## config.mk

```make
export PLATFORM = sky130hd
export DESIGN_NAME = nearest_palette_color_match
export DESIGN_NICKNAME = d
export VERILOG_FILES = /design/src/hdl/npcm_pkg.sv /design/src/hdl/npcm_cell.sv /design/src/hdl/nearest_palette_color_match.sv
export SDC_FILE = /design/constraint.sdc
export NUM_CORES = 2
export LEC_CHECK = 0
export BUFFER_PORTS_ARGS = -buffer_cell sky130_fd_sc_hd__buf_2
export CELL_PAD_IN_SITES_DETAIL_PLACEMENT = 1
export CELL_PAD_IN_SITES_GLOBAL_PLACEMENT = 1
export CORE_ASPECT_RATIO = 1.75
export CORE_MARGIN = 1.5
export CORE_UTILIZATION = 49
export CTS_CLUSTER_DIAMETER = 40
export DETAILED_ROUTE_END_ITERATION = 16
export PLACE_DENSITY = 0.87
export SETUP_SLACK_MARGIN = 0.15
export SLEW_MARGIN = 20
export SYNTH_ARGS = -nofsm -noshare
export SYNTH_HDL_FRONTEND = slang
export SYNTH_HIERARCHICAL = 1
export SYNTH_SLANG_ARGS = --single-unit
```

## constraint.sdc

```tcl
create_clock -name i_clk -period 39.6 [get_ports i_clk]
set_input_delay 0 -clock i_clk [delete_from_list [all_inputs] [get_ports i_clk]]
set_output_delay 0 -clock i_clk [all_outputs]
set_load 0.01 [all_outputs]
```

## src/hdl/npcm_pkg.sv

```systemverilog
package npcm_pkg;

    // Default number of palette cells in the chain
    localparam int PALETTE_DEPTH_DEF = 16;

    // Field widths
    localparam int OP_W    = 1;
    localparam int ENTRY_W = 4;
    localparam int COLOR_W = 32;
    localparam int DIST_W  = 10;
    localparam int SIZE_W  = 5;
    localparam int CHAN_W  = 8;

    // Kind of input word, carried in tuser
    localparam logic [OP_W-1:0] OP_LOAD  = 1'b0;
    localparam logic [OP_W-1:0] OP_MATCH = 1'b1;

    // Reset value of the searched palette size
    localparam logic [SIZE_W-1:0] SIZE_RESET = 5'd16;

    // One slot of the chain: the word in flight and the best match so far
    typedef struct packed {
        logic               valid;
        logic [OP_W-1:0]    op;
        logic [ENTRY_W-1:0] entry_index;
        logic [COLOR_W-1:0] pixel;
        logic [DIST_W-1:0]  best_dist;
        logic [COLOR_W-1:0] best_color;
    } t_slot;

endpackage

```

## src/hdl/npcm_cell.sv

```systemverilog
module npcm_cell
    import npcm_pkg::*;
#(
    parameter int CELL_IDX = 0,
    parameter int IDX_W    = 4
) (
    input  logic              i_clk,
    input  logic              i_rst_n,
    input  logic              i_adv,
    input  logic [SIZE_W-1:0] i_size,
    input  t_slot             i_slot,
    input  logic [IDX_W-1:0]  i_best_idx,
    output t_slot             o_slot,
    output logic [IDX_W-1:0]  o_best_idx
);

    localparam bit                 SIZE_REACH = (CELL_IDX < (1 << SIZE_W));
    localparam bit                 LOAD_REACH = (CELL_IDX < (1 << ENTRY_W));
    localparam logic [SIZE_W-1:0]  CELL_SIZE  = SIZE_W'(CELL_IDX);
    localparam logic [ENTRY_W-1:0] CELL_ENTRY = ENTRY_W'(CELL_IDX);
    localparam logic [IDX_W-1:0]   CELL_ID    = IDX_W'(CELL_IDX);

    logic [COLOR_W-1:0] r_entry;
    t_slot              r_slot;
    logic [IDX_W-1:0]   r_best_idx;
    t_slot              n_slot;
    logic [IDX_W-1:0]   n_best_idx;

    logic [CHAN_W-1:0]  diff_b, diff_g, diff_r;
    logic [DIST_W-1:0]  cand_dist;
    logic               in_range;
    logic               take;
    logic               load_hit;

    // Absolute channel differences and their sum
    function automatic logic [CHAN_W-1:0] abs_diff(input logic [CHAN_W-1:0] a,
                                                   input logic [CHAN_W-1:0] b);
        abs_diff = (a > b) ? (a - b) : (b - a);
    endfunction

    always_comb begin
        diff_b    = abs_diff(i_slot.pixel[7:0],   r_entry[7:0]);
        diff_g    = abs_diff(i_slot.pixel[15:8],  r_entry[15:8]);
        diff_r    = abs_diff(i_slot.pixel[23:16], r_entry[23:16]);
        cand_dist = DIST_W'(diff_b) + DIST_W'(diff_g) + DIST_W'(diff_r);
    end

    // Cell zero always seeds the search; later cells join only below the size
    always_comb begin
        in_range = (CELL_IDX == 0) || (SIZE_REACH && (i_size > CELL_SIZE));
        take     = (CELL_IDX == 0) || (in_range && (cand_dist < i_slot.best_dist));
        load_hit = i_slot.valid && (i_slot.op == OP_LOAD) && LOAD_REACH
                   && (i_slot.entry_index == CELL_ENTRY);
    end

    // Update the best match as the word passes
    always_comb begin
        n_slot     = i_slot;
        n_best_idx = i_best_idx;
        if (i_slot.op == OP_MATCH && take) begin
            n_slot.best_dist  = cand_dist;
            n_slot.best_color = r_entry;
            n_best_idx        = CELL_ID;
        end
    end

    // Store the entry when its load word reaches this cell
    always_ff @(posedge i_clk) begin
        if (i_adv && load_hit) begin
            r_entry <= i_slot.pixel;
        end
    end

    // Advance the slot register
    always_ff @(posedge i_clk) begin
        if (!i_rst_n) begin
            r_slot.valid <= 1'b0;
        end else if (i_adv) begin
            r_slot.valid <= n_slot.valid;
        end
    end

    always_ff @(posedge i_clk) begin
        if (i_adv) begin
            r_slot.op          <= n_slot.op;
            r_slot.entry_index <= n_slot.entry_index;
            r_slot.pixel       <= n_slot.pixel;
            r_slot.best_dist   <= n_slot.best_dist;
            r_slot.best_color  <= n_slot.best_color;
            r_best_idx         <= n_best_idx;
        end
    end

    assign o_slot     = r_slot;
    assign o_best_idx = r_best_idx;

endmodule

```

## src/hdl/nearest_palette_color_match.sv

```systemverilog
// Channel  | Dir | tdata (low bit up)                                  | tuser
// ---------+-----+-----------------------------------------------------+---------
// s_axis   | in  | entry_index[3:0], pixel[35:4], zero pad[39:36]      | op
// m_axis   | out | matched_color[31:0], matched_index[35:32],          | -
//          |     | match_distance[45:36], zero pad[47:46]              |
// cfg      | in  | i_cfg_wr_en, i_cfg_wr_data = palette_size[4:0]      | -
//
// One word is taken per cycle while the chain is not held; a word passes
// through the registered chain cell by cell, each cell holding one palette entry.
// Load words travel the chain too and write their entry on the way, so order
// against match words is kept; they give no output word.
// Reset clears the slot valid bits and sets palette_size to 16.
// The whole chain holds while an output word waits with m_axis_tready low.
module nearest_palette_color_match
    import npcm_pkg::*;
#(
    parameter int PALETTE_DEPTH = PALETTE_DEPTH_DEF
) (
    input  logic              i_clk,
    input  logic              i_rst_n,
    input  logic              i_cfg_wr_en,
    input  logic [SIZE_W-1:0] i_cfg_wr_data,  // palette_size
    input  logic              s_axis_tvalid,
    output logic              s_axis_tready,
    input  logic [39:0]       s_axis_tdata,   // entry_index, pixel, zero pad
    input  logic [OP_W-1:0]   s_axis_tuser,   // op
    output logic              m_axis_tvalid,
    input  logic              m_axis_tready,
    output logic [47:0]       m_axis_tdata    // matched_color, matched_index,
                                              // match_distance, zero pad
);

    localparam int IDX_W = (PALETTE_DEPTH > 1) ? $clog2(PALETTE_DEPTH) : 1;

    logic [SIZE_W-1:0] r_size;
    t_slot             slot     [0:PALETTE_DEPTH];
    logic [IDX_W-1:0]  best_idx [0:PALETTE_DEPTH];
    logic              adv;
    logic [IDX_W+3:0]  idx_ext;

    // Hold palette_size
    always_ff @(posedge i_clk) begin
        if (!i_rst_n) begin
            r_size <= SIZE_RESET;
        end else if (i_cfg_wr_en) begin
            r_size <= i_cfg_wr_data;
        end
    end

    // Stall the chain only while an output word is refused
    assign adv           = !m_axis_tvalid || m_axis_tready;
    assign s_axis_tready = adv;

    // Build the slot entering the chain
    always_comb begin
        slot[0].valid       = s_axis_tvalid;
        slot[0].op          = s_axis_tuser;
        slot[0].entry_index = s_axis_tdata[3:0];
        slot[0].pixel       = s_axis_tdata[35:4];
        slot[0].best_dist   = '0;
        slot[0].best_color  = '0;
        best_idx[0]         = '0;
    end

    // Chain of palette cells
    for (genvar g = 0; g < PALETTE_DEPTH; g++) begin : g_cell
        npcm_cell #(
            .CELL_IDX (g),
            .IDX_W    (IDX_W)
        ) u_cell (
            .i_clk      (i_clk),
            .i_rst_n    (i_rst_n),
            .i_adv      (adv),
            .i_size     (r_size),
            .i_slot     (slot[g]),
            .i_best_idx (best_idx[g]),
            .o_slot     (slot[g+1]),
            .o_best_idx (best_idx[g+1])
        );
    end

    // Present match results from the last cell; drop load words there
    assign idx_ext       = {4'b0, best_idx[PALETTE_DEPTH]};
    assign m_axis_tvalid = slot[PALETTE_DEPTH].valid
                           && (slot[PALETTE_DEPTH].op == OP_MATCH);
    assign m_axis_tdata  = {2'b0,
                            slot[PALETTE_DEPTH].best_dist,
                            idx_ext[3:0],
                            slot[PALETTE_DEPTH].best_color};

endmodule
```

==> results.py <==
metrics = {
    "timing": {
        "finClkSkew_ns": 0.0887,
        "fmax_mhz": 131,
        "finalHoldViolations": 0,
        "setup_violations": 0,
        "relSlewSlack_pct": 21.6,
        "min_period_ns": 7.65,
        "tns_ns": 0,
        "drv_slew": 0,
        "finalCritPeriodShare_pct": 19.3,
        "grt_setup_unrepaired": "no",
        "hold_ws_ns": 0.0582,
        "tightest_slew_ns": 1.16,
    },
    "routing": {
        "via_per_inst": 5.81,
        "wl_met2_um": 173000,
        "vias": 69200,
        "wl_per_cell_um": 26.1,
        "top_layer_used": "met5",
        "drt_first_pass_iters": 5,
        "ant_nets": 0,
        "wl_met3_um": 8400,
        "drc_errors": 0,
        "drt_wl_total_um": 311000,
        "dr.first_iter.drc_count": 3107,
        "wl_met1_um": 88000,
    },
    "synth": {
        "yosys_warnings": 6,
        "synth_cells": 8661,
        "syn_area_mm2": 0.110,
        "syn-mean-instance-area_um2": 12.7,
    },
    "setup_path": {
        "ff2ff_path_depth": 22,
        "crit_end": "g_cell[7].u_cell/o_slot[23]",
        "path_max_fanout": 42,
        "ff2ff_setup_slack_ns": 31.95,
        "startpoint": "g_cell[6].u_cell/o_slot[50]",
        "crit_chain": "inv_1 > ha_1 > inv_1 > fa_1 > nand3_1 > a21oi_2 > o41ai_4 > mux2i_1 > xor2_1 > fa_1 > inv_1 > ha_1 > a21o_1 > a221oi_1 > xnor2_1 > ha_1 > a21o_1 > a21oi_1 > o211ai_1 > a21oi_4 > buf_4 > mux2_2",
        "crit_path_top_delay_cell": "xor2_1",
        "max_stage_delay_ns": 0.89,
        "path_class": "flip-flop to flip-flop",
        "r2r_end": "g_cell[7].u_cell/o_slot[23]",
        "rr_startpoint": "g_cell[6].u_cell/o_slot[50]",
        "cp_data_required_time_ns": 40.15,
        "worstSetupEndpointType": "flip-flop",
        "start_kind": "flip-flop",
        "worstPathArrival_ns": 8.20,
    },
    "clocking": {
        "clock-sinks": 1825,
        "ctsRootBufferMaster": "clkbuf_16",
        "cts_tree": "done",
        "cts.path.max_buffers": 4,
        "cts.repair.resized": 0,
        "cts_buffers": 209,
        "clk_pin_slew_ns": 0.06,
        "htree_levels": 4,
        "clk_latency_ns": 0.89,
    },
    "floorplanning": {
        "die_y_um": 630,
        "io_pins": 101,
        "core_area_mm2": 0.223,
        "initial_core_util_pct": 49.4,
        "die_area_mm2": 0.227,
        "die_w_um": 361,
        "row_count": 229,
    },
    "finish": {
        "fin_cells": 11900,
        "regArea_mm2": 0.0546,
        "syn_to_final_growth_pct": 9.70,
        "layout-drive-gt1-share_pct": 15.0,
        "post-route-util_pct": 54.2,
        "final_nets": 10100,
        "final.fill_count": 22200,
        "multi_input_area_mm2": 0.0490,
    },
    "place": {
        "place_congestion": 0.994,
        "numPortBuffers": 94,
        "place_hpwl_um": 239000,
        "numPlacedInstances": 11400,
    },
    "power": {
        "power.leakage_nw": 51.7,
        "ir_drop_v": 0.0000580,
        "powerDensity_mw_per_mm2": 62.5,
        "total_power_mw": 7.54,
    },
    "global_routing": {
        "grt_pass1_vias": 79400,
        "grt_pass1_wl_um": 468000,
        "overflow": 0,
        "grtUsageTotal_pct": 27.1,
        "grt_max_degree": 156,
        "antenna_found_initial": 6,
    },
    "hold_path": {
        "hold_class": "input pin to flip-flop",
        "worstHoldPathCells": 2,
    },
    "run_status": {
        "status": "finished clean",
    },
    "flow_run": {
        "cap_violations": 0,
    },
}
placed cells by master (no fill, tap or decap), types with 36 or more instances in the layout:
cell type,count
nand3b_1,90
nand3_1,164
ha_1,967
and2_1,38
dlygate4sd3_1,97
mux2_4,277
xor2_1,166
inv_1,1246
or2_2,36
fa_1,240
nand2_1,353
conb_1,48
nor2_1,125
nand2b_1,43
a31oi_1,115
nor2b_1,94
mux2i_1,239
buf_4,65
xnor2_1,105
o21ai_0,163
nor3_1,41
clkbuf_16,212
a21oi_1,518
a211oi_1,162
buf_2,94
a21o_1,235
o211ai_1,66
nand4_1,118
mux2_1,40
edfxtp_1,1804
mux2_2,438
metrics by stage:
step                instance area (um^2)  setup slack [ns]
floorplan                         110000              1.81
global placement                  113000             32.39
detailed placement                113000             32.16
CTS                               121000             31.64
global route                      121000             31.59
finish                            121000             31.95
sequential cells by signal (all words and copies together) (netlist names):
name and cells:
g_cell.u_cell/r_entry 512, g_cell.u_cell/o_best_idx 64, r_size 5, g_cell.u_cell/o_slot 1244
power breakdown:
part | switching (mW) | internal, mW | total, mW
clock network | 0.832 | 1.09 | 1.92
registers | 0.207 | 2.70 | 2.91
logic | 1.43 | 1.27 | 2.71
worst min-delay path by stage:
stage	from	endpoint	slack [ns]
floorplan	i_rst_n	r_size[4]	0.06
global placement	s_axis_tdata[3]	g_cell[0].u_cell/o_slot[77]	0.19
detailed placement	s_axis_tdata[29]	g_cell[0].u_cell/o_slot[67]	0.19
CTS	s_axis_tuser	g_cell[0].u_cell/o_slot[78]	0.03
global route	s_axis_tuser	g_cell[0].u_cell/o_slot[78]	0.08
finish	s_axis_tuser	g_cell[0].u_cell/o_slot[78]	0.06
per-layer routing:
metal | up-vias | track usage (%)
met2 | 1649 | 53.4
met5 | - | 0
li1 | 31700 | -
met1 | 34700 | 20.7
met4 | 6 | 30.5
met3 | 1172 | 3.36
repair_timing:
item,4_1_cts,5_1_grt
endpoints found under the hold margin,126,0
buffers inserted,0,0
hold buffers,97,0
final cells by class:
class | count | share of cell area [%]
repair buffers | 260 | 1.64
multi-input cells | 5326 | 40.6
well taps | 2887 | 2.99
clock inverters | 136 | 1.13
diodes | 2 | 0.00415
clock buffers | 236 | 4.47
flip-flops and latches | 1825 | 45.3
inverters | 1246 | 3.88
critical path: cells and delay by family (launching register included):
family          cells  cell delay (ns)
compound gates      8             2.13
buf+inv             4             0.78
simple gates        1             0.15
fa+ha+maj           5             1.72
xor+xnor            2             1.15
flops               1             0.43
mux                 2             0.84
(Power assumes the default switching activity.)
